### config.mk
export PLATFORM = sky130hd
export DESIGN_NAME = drum_pattern_generator
export DESIGN_NICKNAME = d
export VERILOG_FILES = /design/src/design/dpg_pkg.sv /design/src/design/dpg_ctrl.sv /design/src/design/dpg_datapath.sv /design/src/design/drum_pattern_generator.sv
export SDC_FILE = /design/constraint.sdc
export NUM_CORES = 2
export LEC_CHECK = 0
export BUFFER_PORTS_ARGS = -buffer_cell sky130_fd_sc_hd__buf_2
export CORE_UTILIZATION = 67
export CTS_BUF_LIST = sky130_fd_sc_hd__clkbuf_16
export CTS_CLUSTER_SIZE = 10
export DETAILED_ROUTE_END_ITERATION = 6
export GPL_ROUTABILITY_DRIVEN = 1
export HOLD_SLACK_MARGIN = 0.06
export PLACE_DENSITY = 0.84
export SLEW_MARGIN = 40
export SYNTH_ARGS = -nofsm -noshare
export SYNTH_HDL_FRONTEND = slang
export SYNTH_SLANG_ARGS = --single-unit
### constraint.sdc
create_clock -name clk -period 26 [get_ports clk]
set_input_delay 2.6 -clock clk [delete_from_list [all_inputs] [get_ports clk]]
set_output_delay 2.6 -clock clk [all_outputs]
set_load 0.01 [all_outputs]
### src/design/dpg_pkg.sv
`default_nettype none
package dpg_pkg;

  localparam int NUM_VOICES = 8;
  localparam int PHRASE_LEN = 16;
  localparam logic [31:0] SEED_ZERO_SUB = 32'h9e3779b9;
  localparam logic [24:0] ONE24 = 25'h100_0000;
  // ceil(2^37 / 100): x / 100 == (x * DIV100_MUL) >> 37 for any 32-bit x
  localparam logic [31:0] DIV100_MUL = 32'h51EB_851F;

  // Configuration register indexes
  localparam logic [2:0] REG_STYLE   = 3'd0;
  localparam logic [2:0] REG_DENSITY = 3'd1;
  localparam logic [2:0] REG_TENSION = 3'd2;
  localparam logic [2:0] REG_KIT     = 3'd3;
  localparam logic [2:0] REG_STEPS   = 3'd4;

  // Slot marks of one template row
  typedef struct packed {
    logic [15:0] anchor;
    logic [15:0] tension;
    logic [15:0] fill;
  } tmpl_row_t;

  // Controller to datapath
  typedef struct packed {
    logic load;      // load seed, clear mask, compute chances
    logic roll;      // advance generator and test one step
    logic row_done;  // present the finished row
    logic [2:0] voice;
    logic [6:0] step;
  } dp_cmd_t;

  function automatic tmpl_row_t tmpl_lookup(input logic [2:0] st, input logic [2:0] v);
    logic [47:0] r;
    begin
      r = '0;
      case (st)
        3'd1: case (v)
          3'd0: r = {16'h0401, 16'h2108, 16'h8040};
          3'd1: r = {16'h1010, 16'h4080, 16'h0404};
          3'd2: r = {16'h1000, 16'h0080, 16'h0000};
          3'd3: r = {16'h5555, 16'hAAAA, 16'hFFFF};
          3'd4: r = {16'h8080, 16'h0408, 16'h2000};
          3'd5: r = {16'h0000, 16'h4000, 16'h8040};
          3'd6: r = {16'h0001, 16'h8000, 16'h0000};
          default: r = {16'h0000, 16'h0404, 16'h4040};
        endcase
        3'd2: case (v)
          3'd0: r = {16'h1111, 16'h4000, 16'h0404};
          3'd1: r = {16'h1010, 16'h8000, 16'h0000};
          3'd2: r = {16'h1010, 16'h0400, 16'h0040};
          3'd3: r = {16'h4444, 16'hAAAA, 16'h5555};
          3'd4: r = {16'h4040, 16'h8000, 16'h0400};
          3'd5: r = {16'h0000, 16'h4000, 16'h0080};
          3'd6: r = {16'h0001, 16'h1000, 16'h0000};
          default: r = {16'h0000, 16'h0808, 16'h4040};
        endcase
        3'd3: case (v)
          3'd0: r = {16'h0481, 16'h1008, 16'h8040};
          3'd1: r = {16'h1010, 16'h8080, 16'h0404};
          3'd2: r = {16'h1000, 16'h0040, 16'h0400};
          3'd3: r = {16'h5555, 16'h2222, 16'hFFFF};
          3'd4: r = {16'h4040, 16'h0808, 16'h0400};
          3'd5: r = {16'h0000, 16'h4000, 16'h0080};
          3'd6: r = {16'h0001, 16'h0800, 16'h0000};
          default: r = {16'h0404, 16'h4040, 16'h0808};
        endcase
        3'd4: case (v)
          3'd0: r = {16'h0101, 16'h0400, 16'h8040};
          3'd1: r = {16'h1010, 16'h4000, 16'h0400};
          3'd2: r = {16'h0000, 16'h0080, 16'h0000};
          3'd3: r = {16'h5555, 16'hAAAA, 16'hFFFF};
          3'd4: r = {16'h0000, 16'h4040, 16'h0400};
          3'd5: r = {16'h0000, 16'h4000, 16'h9000};
          3'd6: r = {16'h0001, 16'h1000, 16'h0000};
          default: r = {16'h0000, 16'h8000, 16'h0000};
        endcase
        3'd5: case (v)
          3'd0: r = {16'h0441, 16'h0808, 16'h4000};
          3'd1: r = {16'h1010, 16'h8080, 16'h0400};
          3'd2: r = {16'h0000, 16'h0404, 16'h0040};
          3'd3: r = {16'h5555, 16'h2222, 16'hFFFF};
          3'd4: r = {16'h4040, 16'h0808, 16'h2000};
          3'd5: r = {16'h0000, 16'h4000, 16'h0080};
          3'd6: r = {16'h0001, 16'h1000, 16'h0000};
          default: r = {16'h4444, 16'h0808, 16'h2222};
        endcase
        default: case (v)
          3'd0: r = {16'h0101, 16'h4408, 16'h8040};
          3'd1: r = {16'h1010, 16'h8080, 16'h0404};
          3'd2: r = {16'h0000, 16'h0400, 16'h0040};
          3'd3: r = {16'h1111, 16'h4444, 16'hAAAA};
          3'd4: r = {16'h4040, 16'h0808, 16'h0800};
          3'd5: r = {16'h0000, 16'h4000, 16'h0080};
          3'd6: r = {16'h0441, 16'h4000, 16'h0808};
          default: r = {16'h0000, 16'h0404, 16'h4040};
        endcase
      endcase
      return tmpl_row_t'(r);
    end
  endfunction

  function automatic logic [4:0] lane_lookup(input logic ext, input logic [2:0] v);
    logic [4:0] l;
    begin
      l = '0;
      case (v)
        3'd0: l = 5'd0;
        3'd1: l = 5'd2;
        3'd2: l = ext ? 5'd3 : 5'd1;
        3'd3: l = ext ? 5'd6 : 5'd4;
        3'd4: l = ext ? 5'd10 : 5'd6;
        3'd5: l = ext ? 5'd9 : 5'd7;
        3'd6: l = ext ? 5'd15 : 5'd3;
        default: l = ext ? 5'd20 : 5'd9;
      endcase
      return l;
    end
  endfunction

endpackage
`default_nettype wire

### src/design/dpg_ctrl.sv
`default_nettype none
module dpg_ctrl #(
  parameter int MAX_STEPS = 32
) (
  input  wire logic           clk,
  input  wire logic           rst,
  input  wire logic           start,
  input  wire logic [5:0]     total_steps,
  input  wire logic           chances_ready,
  output logic                busy,
  output dpg_pkg::dp_cmd_t    cmd
);
  import dpg_pkg::*;

  localparam int SW = $clog2(MAX_STEPS + 1) + 1;

  typedef enum logic [3:0] {
    S_IDLE = 4'b0001,
    S_PREP = 4'b0010,
    S_ROLL = 4'b0100,
    S_ROW  = 4'b1000
  } state_t;

  state_t state, state_next;
  logic [2:0] voice;
  logic [SW-1:0] step;
  logic [SW-1:0] steps_lim;
  logic [SW-1:0] ts_ext;

  assign ts_ext = SW'(total_steps);

  // Clamp the step count to 1..MAX_STEPS
  always_comb begin
    if (total_steps == 6'd0) steps_lim = SW'(1);
    else if (ts_ext > SW'(MAX_STEPS)) steps_lim = SW'(MAX_STEPS);
    else steps_lim = ts_ext;
  end

  always_comb begin
    state_next = state;
    case (state)
      S_IDLE: if (start) state_next = S_PREP;
      S_PREP: if (chances_ready) state_next = S_ROLL;
      S_ROLL: if (step == steps_lim - SW'(1)) state_next = S_ROW;
      S_ROW: begin
        if (voice == 3'(NUM_VOICES - 1)) state_next = S_IDLE;
        else state_next = S_ROLL;
      end
      default: state_next = S_IDLE;
    endcase
  end

  always_ff @(posedge clk) begin
    if (rst) begin
      state <= S_IDLE;
      voice <= '0;
      step  <= '0;
    end else begin
      state <= state_next;
      case (state)
        S_IDLE: begin
          voice <= '0;
          step  <= '0;
        end
        S_ROLL: begin
          if (state_next == S_ROW) step <= '0;
          else step <= step + SW'(1);
        end
        S_ROW: voice <= voice + 3'd1;
        default: ;
      endcase
    end
  end

  assign busy = (state != S_IDLE);

  // Drive the datapath commands
  always_comb begin
    cmd.load     = (state == S_IDLE) && start;
    cmd.roll     = (state == S_ROLL);
    cmd.row_done = (state == S_ROW);
    cmd.voice    = voice;
    cmd.step     = 7'(step);
  end

  a_step_range: assert property (@(posedge clk) disable iff (rst)
    state == S_ROLL |-> step < steps_lim) else $error("step past limit");
  a_row_after_roll: assert property (@(posedge clk) disable iff (rst)
    state == S_ROW |-> $past(state) == S_ROLL) else $error("row without rolls");
  a_idle_after_last: assert property (@(posedge clk) disable iff (rst)
    (state == S_ROW && voice == 3'(NUM_VOICES - 1)) |=> state == S_IDLE)
    else $error("extra row");
endmodule
`default_nettype wire

### src/design/dpg_datapath.sv
`default_nettype none
module dpg_datapath (
  input  wire logic             clk,
  input  wire logic             rst,
  input  wire dpg_pkg::dp_cmd_t cmd,
  input  wire logic [31:0]      seed_in,
  input  wire logic [2:0]       style_select,
  input  wire logic [8:0]       density,
  input  wire logic [8:0]       tension_amount,
  input  wire logic             kit_map,
  output logic                  chances_ready,
  output logic                  valid,
  output logic [4:0]            lane,
  output logic [31:0]           step_mask,
  output logic                  last_row
);
  import dpg_pkg::*;

  // Chance-setup sequencer: numerator phases, then seven divides by 100
  logic [3:0]  phase;
  logic [8:0]  d, t;
  logic [2:0]  st;
  logic [31:0] s;
  logic [31:0] mask;
  logic [17:0] prod;
  logic [31:0] num_a, num_t, num_f, lift;
  logic [24:0] ch_a, ch_t, ch_f, ch_al, ch_tl, ch_fl, ch_0l;

  // Division by 100: latch a numerator, then one reciprocal multiply
  logic [2:0]  dv_sel;
  logic [31:0] dv_num;
  logic [63:0] dv_prod;
  logic [26:0] dv_quo;
  logic [24:0] q_sat;

  always_ff @(posedge clk) begin
    if (rst) begin
      phase <= '0;
      dv_sel <= '0;
      chances_ready <= 1'b0;
    end else if (cmd.load) begin
      phase <= 4'd1;
      dv_sel <= '0;
      chances_ready <= 1'b0;
    end else begin
      case (phase)
        4'd1: phase <= 4'd2;
        4'd2: phase <= 4'd3;
        4'd3: phase <= 4'd4;
        4'd4: phase <= 4'd5;
        4'd5: phase <= 4'd6;
        4'd6: phase <= 4'd7;
        4'd7: begin
          // advance to the next divide, or finish after the seventh
          if (dv_sel == 3'd6) begin
            phase <= 4'd8;
            chances_ready <= 1'b1;
          end else begin
            dv_sel <= dv_sel + 3'd1;
            phase <= 4'd6;
          end
        end
        default: ;
      endcase
    end
  end

  // Pick the numerator for the next divide
  always_ff @(posedge clk) begin
    if (phase == 4'd6) begin
      case (dv_sel)
        3'd0: dv_num <= num_a;
        3'd1: dv_num <= num_t;
        3'd2: dv_num <= num_f;
        3'd3: dv_num <= num_a + lift;
        3'd4: dv_num <= num_t + lift;
        3'd5: dv_num <= num_f + lift;
        default: dv_num <= lift;
      endcase
    end
  end

  assign dv_prod = 64'(dv_num) * 64'(DIV100_MUL);
  assign dv_quo  = 27'(dv_prod >> 37);
  assign q_sat   = (dv_quo > 27'(ONE24)) ? ONE24 : dv_quo[24:0];

  // Store each quotient as it finishes
  always_ff @(posedge clk) begin
    if (phase == 4'd7) begin
      case (dv_sel)
        3'd0: ch_a  <= q_sat;
        3'd1: ch_t  <= q_sat;
        3'd2: ch_f  <= q_sat;
        3'd3: ch_al <= q_sat;
        3'd4: ch_tl <= q_sat;
        3'd5: ch_fl <= q_sat;
        default: ch_0l <= q_sat;
      endcase
    end
  end

  // Numerators: products computed over phases 1 to 5, registered between
  always_ff @(posedge clk) begin
    if (cmd.load) begin
      d  <= (density > 9'd256) ? 9'd256 : density;
      t  <= (tension_amount > 9'd256) ? 9'd256 : tension_amount;
      st <= (style_select > 3'd5) ? 3'd0 : style_select;
    end
    case (phase)
      4'd1: begin
        num_a <= {16'd13312 + 16'(d) * 16'd46, 16'd0};
        prod  <= 18'd2048 + 18'(t) * 18'd72;
      end
      4'd2: begin
        num_t <= {24'(prod) * 24'(d), 8'd0};
        prod  <= 18'(d) * 18'(d);
      end
      4'd3: lift <= {3'd0, 18'(d) * 18'(t), 11'd0};
      4'd5: num_f <= {2'd0, 30'(prod) * 30'(14'd1536 + 14'(t) * 14'd34)};
      default: ;
    endcase
  end

  // Generator step
  logic [31:0] x1, x2, x3;
  assign x1 = s ^ (s << 13);
  assign x2 = x1 ^ (x1 >> 17);
  assign x3 = x2 ^ (x2 << 5);

  tmpl_row_t row;
  logic [3:0] slot;
  logic [24:0] chance;
  logic lifted;
  assign row = tmpl_lookup(st, cmd.voice);
  assign slot = cmd.step[3:0];
  assign lifted = (cmd.step >= 7'(PHRASE_LEN)) && (slot >= 4'(PHRASE_LEN - 4));

  always_comb begin
    if (row.anchor[slot]) chance = lifted ? ch_al : ch_a;
    else if (row.tension[slot]) chance = lifted ? ch_tl : ch_t;
    else if (row.fill[slot]) chance = lifted ? ch_fl : ch_f;
    else chance = lifted ? ch_0l : 25'd0;
  end

  always_ff @(posedge clk) begin
    if (cmd.load) s <= (seed_in == 32'd0) ? SEED_ZERO_SUB : seed_in;
    else if (cmd.roll) s <= x3;
    if (cmd.load || cmd.row_done) mask <= '0;
    else if (cmd.roll && cmd.step < 7'd32 && (25'(x3[23:0]) < chance))
      mask[cmd.step[4:0]] <= 1'b1;
  end

  // Output strobe, one cycle per row
  always_ff @(posedge clk) begin
    if (rst) valid <= 1'b0;
    else valid <= cmd.row_done;
    lane      <= lane_lookup(kit_map, cmd.voice);
    step_mask <= mask;
    last_row  <= (cmd.voice == 3'(NUM_VOICES - 1));
  end

  a_ready_load: assert property (@(posedge clk) disable iff (rst)
    cmd.load |=> !chances_ready) else $error("stale chances");
  a_no_roll_unready: assert property (@(posedge clk) disable iff (rst)
    cmd.roll |-> chances_ready) else $error("roll before chances");
  a_valid_row: assert property (@(posedge clk) disable iff (rst)
    valid |-> $past(cmd.row_done)) else $error("spurious strobe");
endmodule
`default_nettype wire

### src/design/drum_pattern_generator.sv
`default_nettype none
// Drum pattern generator. Pulse start with a seed while busy is low; the
// block then emits eight rows (kick, snare, clap, closed hat, open hat, tom,
// cymbal, percussion), each on lane/step_mask/last_row for exactly one cycle
// with valid high. The receiver cannot stall. After a request is taken, busy
// stays high through chance setup (numerator phases, then seven divides by
// 100, each a latch then a multiply) and then, for each row, one generator
// roll per step and the row output, with steps being total_steps clamped to
// 1..MAX_STEPS. The last row's strobe comes in the same cycle that busy
// falls. Configuration writes are taken only while busy and
// start are both low.
module drum_pattern_generator #(
  parameter int MAX_STEPS = 32
) (
  input  wire logic        clk,
  input  wire logic        rst,
  input  wire logic        start,
  input  wire logic [31:0] seed,
  output logic             busy,
  input  wire logic        cfg_valid,
  output logic             cfg_ready,
  input  wire logic [2:0]  cfg_index,
  input  wire logic [31:0] cfg_data,
  output logic             valid,
  output logic [4:0]       lane,
  output logic [31:0]      step_mask,
  output logic             last_row
);
  import dpg_pkg::*;

  logic [2:0] style_select;
  logic [8:0] density, tension_amount;
  logic       kit_map;
  logic [5:0] total_steps;
  logic       chances_ready;
  dp_cmd_t    cmd;

  // Hold off writes while a request is taken or in progress
  assign cfg_ready = !busy && !start;

  // Register file
  always_ff @(posedge clk) begin
    if (rst) begin
      style_select   <= 3'd0;
      density        <= 9'd128;
      tension_amount <= 9'd128;
      kit_map        <= 1'b0;
      total_steps    <= 6'd16;
    end else if (cfg_valid && cfg_ready) begin
      case (cfg_index)
        REG_STYLE:   style_select   <= cfg_data[2:0];
        REG_DENSITY: density        <= cfg_data[8:0];
        REG_TENSION: tension_amount <= cfg_data[8:0];
        REG_KIT:     kit_map        <= cfg_data[0];
        REG_STEPS:   total_steps    <= cfg_data[5:0];
        default: ;
      endcase
    end
  end

  dpg_ctrl #(.MAX_STEPS(MAX_STEPS)) u_ctrl (
    .clk, .rst, .start, .total_steps, .chances_ready, .busy, .cmd
  );

  dpg_datapath u_dp (
    .clk, .rst, .cmd, .seed_in(seed), .style_select, .density, .tension_amount,
    .kit_map, .chances_ready, .valid, .lane, .step_mask, .last_row
  );
endmodule
`default_nettype wire
After elaboration in Yosys (flattened, before gate mapping)
Cells that the tools add are included.

cells by class
  add/sub/neg operators = 10
  multiply operators = 8
  order comparisons = 12
  equal/unequal tests = 36
  mux-type cells = 48
  bitwise logic cells = 6
  reduce and logical (&&, ||, !) cells = 37

operator list
  cell                      count
  $pmux W47 S7              5
  $pmux W48 S7              1
  $pmux W48 S5              1
  $mux W25                  8
  $pmux W32 S6              1
  $mux W32                  3
  $add A32 B29 Y32          2
  $xor A32 B32 Y32          2
  $mul A32 B31 Y63 const B  1
  $mul A9 B9 Y18            2
  $pmux W18 S2              1
  $pmux W5 S7               1
  $logic_not A32 Y1         1
  $or A32 B32 Y32           1
  $xor A32 B15 Y32          1
  $add A30 B29 Y31          1
  $eq A3 B3 Y1 const B      10
  $mul A18 B30 Y30          1
  $mul A9 B5 Y14 const B    2
  $mux W4                   7
  $pmux W4 S7               1
  $reduce_and A2 Y1         14
  $gt A26 B25 Y1 const B    1
  $lt A24 B25 Y1            1
  other kinds (47)          88

storage, ports and cells
  register bits after elaboration = 487
  bits of input ports = 71
  logic and storage cells = 191

Logic depth before layout (Yosys ltp)
  depth in word-level cells = 10
  gate-level depth with buffers = 36

Hierarchy
Synthesis repeated with hierarchy kept, for this count alone.

unflattened totals
  cells, all modules = 5888
  area total of the unflattened synthesis = 58280.9 um2

modules (own cells, without submodules)
  module                  times used  cells each  area each (um2)  seq. area each (um2)
  dpg_datapath            1           5645        56053.8          12451.9
  drum_pattern_generator  1           120         1196.1           560.5
  dpg_ctrl                1           123         1031.0           280.3

Worst setup path before layout
No wires, ideal clock.

  path kind = reg2reg
  start point = register u_dp.t[2]
  end point = register u_dp.num_f[29] (data pin)
  library setup time = 0.262 ns
  arrival time = 7.946 ns
  required time = 25.738 ns
  setup slack = 17.792 ns
  stages on the path, launching flop included = 31
  clock period less this slack = 8.208 ns
  cells stage by stage = edfxtp_1 -> ha_1 -> ha_1 -> a21o_1 -> a21oi_1 -> xnor2_1 -> clkbuf_1 -> ha_1 -> o21ai_0 -> o2bb2ai_1 -> a22oi_1 -> xnor2_1 -> clkbuf_1 -> nand2_1 -> fa_1 -> inv_1 -> fa_1 -> fa_1 -> fa_1 -> fa_1 -> inv_1 -> fa_1 -> inv_1 -> ha_1 -> or3_1 -> o21a_1 -> a21boi_0 -> a21oi_1 -> a311oi_1 -> a21oi_1 -> xor2_1

on the way
  word-level cells in the longest chain between the ends = 3

ends and longest elaborated chain
  item                      RTL line             text
  start: declaration        dpg_datapath.sv:21   logic [8:0] d, t;
  start signal: assignment  dpg_datapath.sv:106  t <= (tension_amount > 9'd256) ? 9'd256 : tension_amount;
  $mul A9 B5 Y14            dpg_datapath.sv:119  4'd5: num_f <= {2'd0, 30'(prod) * 30'(14'd1536 + 14'(t) * 14'd34)};
  $add A11 B15 Y16          dpg_datapath.sv:119
  $mul A18 B30 Y30          dpg_datapath.sv:119
  end signal: assignment    dpg_datapath.sv:119
  end: declaration          dpg_datapath.sv:26   logic [31:0] num_a, num_t, num_f, lift;

No other way between the ends.
A chain may end at the register's enable or synchronous reset.

Final worst setup path
  start point = register u_dp.dv_num[5]
  end point = register u_dp.ch_0l[0] (data pin)

on the way
  word-level cells in the longest chain between the ends = 3

ends and longest elaborated chain
  item                      RTL line            text
  start: declaration        dpg_datapath.sv:31  logic [31:0] dv_num;
  start signal: assignment  dpg_datapath.sv:72  3'd0: dv_num <= num_a;
  start signal: assignment  dpg_datapath.sv:73  3'd1: dv_num <= num_t;
  start signal: assignment  dpg_datapath.sv:74  3'd2: dv_num <= num_f;
  $mul A32 B31 Y63 (*)      dpg_datapath.sv:83  assign dv_prod = 64'(dv_num) * 64'(DIV100_MUL);
  $gt A26 B25 Y1            dpg_datapath.sv:85  assign q_sat = (dv_quo > 27'(ONE24)) ? ONE24 : dv_quo[24:0];
  $mux W25 (*)              dpg_datapath.sv:85
  via u_dp.q_sat[0]         dpg_datapath.sv:34  logic [24:0] q_sat;
  end signal: assignment    dpg_datapath.sv:97  default: ch_0l <= q_sat;
  end: declaration          dpg_datapath.sv:27  logic [24:0] ch_a, ch_t, ch_f, ch_al, ch_tl, ch_fl, ch_0l;

The timed path passes the listed nets; every way through them passes the cells marked *.

==> results.toml <==
[routing]
ant_nets = 0
wl_um = 147300
remaining_drc_errors = 1
wire_per_inst_um = 20.85
drt-initial-drc-count = 3452
vias = 42860
drt-pass1-iter-count = 7
avgViaCountPerCell = 6.066

[critical_path]
start_kind = "flop"
critPathKind = "reg2reg"
critical_path_arrival_ns = 10.51
cp_data_required_time_ns = 26.30
rr_worst_depth = 26
r2r-start = "u_dp.dv_num[5]"
cp-startpoint = "u_dp.dv_num[5]"
crit_end = "u_dp.ch_0l[0]"
rrSetupSlack_ns = 15.79
worstPathMaxFanout = 10
reg2reg_to = "u_dp.ch_0l[0]"
end_kind = "flop"

[logic_synthesis]
syn_area_um2 = 57930
syn_inst = 5845
seq_area_frac_synth_pct = 22.94
async_flop_share_pct = 0
synth_flop_cell = "edfxtp_1"
synth_cell_types = 96
yosysWarnings = 0
synth_edf_count = 362
ys_ff_latch = 483
syn_area_per_cell_um2 = 9.912

[power_and_ir_drop]
max-vdd-ir-drop_mv = 0.6494
power_mw = 8.542
p_per_area_nw_per_um2 = 139.0
p_leak_nw = 29.34

[die]
fp.dieArea_um2 = 87650
rows = 107
fp.coreArea_um2 = 85410
start_util_pct = 67.83
chipWidth_um = 296.1
die_y_um = 296.1
ios = 112

[clock_network]
clk_latency_ns = 0.64
postCtsSetupBuffers = 0
cts-root-buf = "clkbuf_16"
cts_hold_buf = 0
clkSinkCount = 483
htree_num_levels = 2
cts_max_path_buffers = 3
clk_pin_slew_ns = 0.06
cts_buffers = 57
cts_resized = 0
cts_tree = "yes"

[final_layout]
multi_input_area_um2 = 39860
drive_above_1_share_pct = 5.255
seqCellArea_um2 = 13290
finalNonFillerCells = 7065
nets = 7447
layout_commonest_cell = "inv_1"
synthToLayoutAreaGrowth_pct = 6.045
fill_cells = 6093
layout_common_cells = "inv_1, fa_1, ha_1, nand2_1, edfxtp_1"
finish.utilization_pct = 71.93
finalInstanceArea_um2 = 61440

[hold_path]
hold_class = "reg2reg"

[place]
dpl.hpwl_um = 113500
place.gp.congestion = 1.027
place_ws_ns = 15.93
io_buffers = 88
place_area_um2 = 59670
dp_cells = 6959

[timing]
final-setup-viol-count = 0
tightestPinTransition_ns = 0.8353
finalCriticalPeriod_ns = 10.21
finalClockSkew_ns = 0.03703
setup_ws_ns = 15.79
max_freq_mhz = 97.94
fin_crit_sh_pct = 39.27
worst_hold_slack_ns = 0.3307
slew_violations = 0
slew_headroom_pct = 42.87
rsz0062_at_grt = "false"
final_hold_viol_count = 0
finalSetupTns_ns = 0

[grt]
antenna_found_initial = 6
grt_max_degree = 79
grt_pass1_wl_um = 236600
grt_overflow = 0
grt_pass1_vias = 44950
grtUsageTotal_pct = 34.71

[job]
drv_cap = 0

[outcome]
status = "finished with violations"
violations = "design-rule violations"
critical path, stage by stage, from the launching register on:
cell and delay, ns:
edfxtp_1 0.68, inv_1 0.20, fa_1 0.62, inv_1 0.06
ha_1 0.25, fa_1 0.54, inv_1 0.05, fa_1 0.47
inv_1 0.05, fa_1 0.50, fa_1 0.52, fa_1 0.54
inv_1 0.05, fa_1 0.52, inv_1 0.04, ha_1 0.32
a21oi_1 0.27, o211ai_1 0.17, a221oi_1 0.24, o2111ai_1 0.35
a311oi_2 0.69, o21ai_0 0.16, a2111oi_0 0.80, o22ai_1 0.18
nor4_1 0.41, nand4_2 0.40, a21oi_1 0.77
worst min-delay path by stage:
stage / from / end / slack (ns) / cells past startpoint
2_1_floorplan: u_dp.mask[0] / u_dp.step_mask[0] / 0.33 / 0
3_3_place_gp: u_dp.mask[7] / u_dp.step_mask[7] / 0.34 / 0
3_5_place_dp: u_dp.mask[12] / u_dp.step_mask[12] / 0.34 / 0
4_1_cts: u_dp.mask[19] / u_dp.step_mask[19] / 0.33 / 0
5_1_grt: u_dp.mask[22] / u_dp.step_mask[22] / 0.33 / 0
6_report: u_dp.mask[19] / u_dp.step_mask[19] / 0.33 / 0
power by group:
part           switching [mW]  total (mW)  internal (mW)
sequential             0.0551        1.30           1.25
clock                   0.316       0.723          0.406
combinational            3.71        6.52           2.81
kinds of logic (layout without fill, tap and decap cells):
family                   count (synthesis)  in the layout  synth area share, %
other                                    2             16              0.01296
flip-flops                             483            483                22.94
AND/OR/NAND/NOR                       1386           1386                11.29
AO/OA/AOI/OAI                          895            895                10.42
buffers and inverters                 1293           1355                8.481
multiplexers                            49             49               0.9071
XOR/XNOR                               235            235                3.579
adder cells (fa/ha/maj)               1502           1502                42.37
sequential cells by signal (all words and copies together) (netlist names), 5 cells and up:
name,flops
density,9
tension_amount,9
total_steps,6
u_ctrl.step,7
u_dp.ch_0l,25
u_dp.ch_a,25
u_dp.ch_al,25
u_dp.ch_f,25
u_dp.ch_fl,25
u_dp.ch_t,25
u_dp.ch_tl,25
u_dp.d,9
u_dp.dv_num,31
u_dp.lane,5
u_dp.lift,18
u_dp.mask,32
u_dp.num_a,15
u_dp.num_f,29
u_dp.num_t,24
u_dp.prod,17
u_dp.s,32
u_dp.step_mask,32
u_dp.t,9
cell usage after synthesis (22+ instances only):
cell type  number  area share [%]
xnor2_1       149             2.3
o211ai_1       24            0.31
a221o_1        27            0.47
o21a_1         30            0.39
dfxtp_1       121             4.2
a31oi_1        40            0.43
inv_1        1086             7.0
a21o_1         66            0.86
nand4_1        31            0.33
nand3_1        76            0.66
nand2_1       576             3.7
nor4_1         22            0.24
edfxtp_1      362              19
a32o_1         32            0.55
and2_1        196             2.1
nor2_1        252             1.6
o21ai_0       147             1.3
a22oi_1        25            0.32
o21bai_1       27            0.35
fa_1          767              27
nand2b_1       45            0.49
nor2b_1        68            0.73
nor3_1         41            0.35
a21oi_1       256             2.2
ha_1          733              16
mux2_2         28            0.54
clkbuf_1      172             1.1
xor2_1         85             1.3
a211oi_1       34            0.44
final cells by class:
class / count / area share (%)
Antenna cell: 3 / 0.01222
Clock buffer: 57 / 2.322
Clock inverter: 44 / 0.4623
Inverter: 1089 / 6.653
Multi-Input combinational cell: 4080 / 64.87
Sequential cell: 483 / 21.64
Tap cell: 1144 / 2.330
Timing Repair Buffer: 165 / 1.711
per-layer routing:
layer / wire length (um) / GRT usage, %
met5: 37 / 0
met4: 5973 / 13.08
met3: 12470 / 6.325
met2: 71090 / 58.23
met1: 57720 / 44.96
Note: power is estimated with default switching activity, not from simulation.
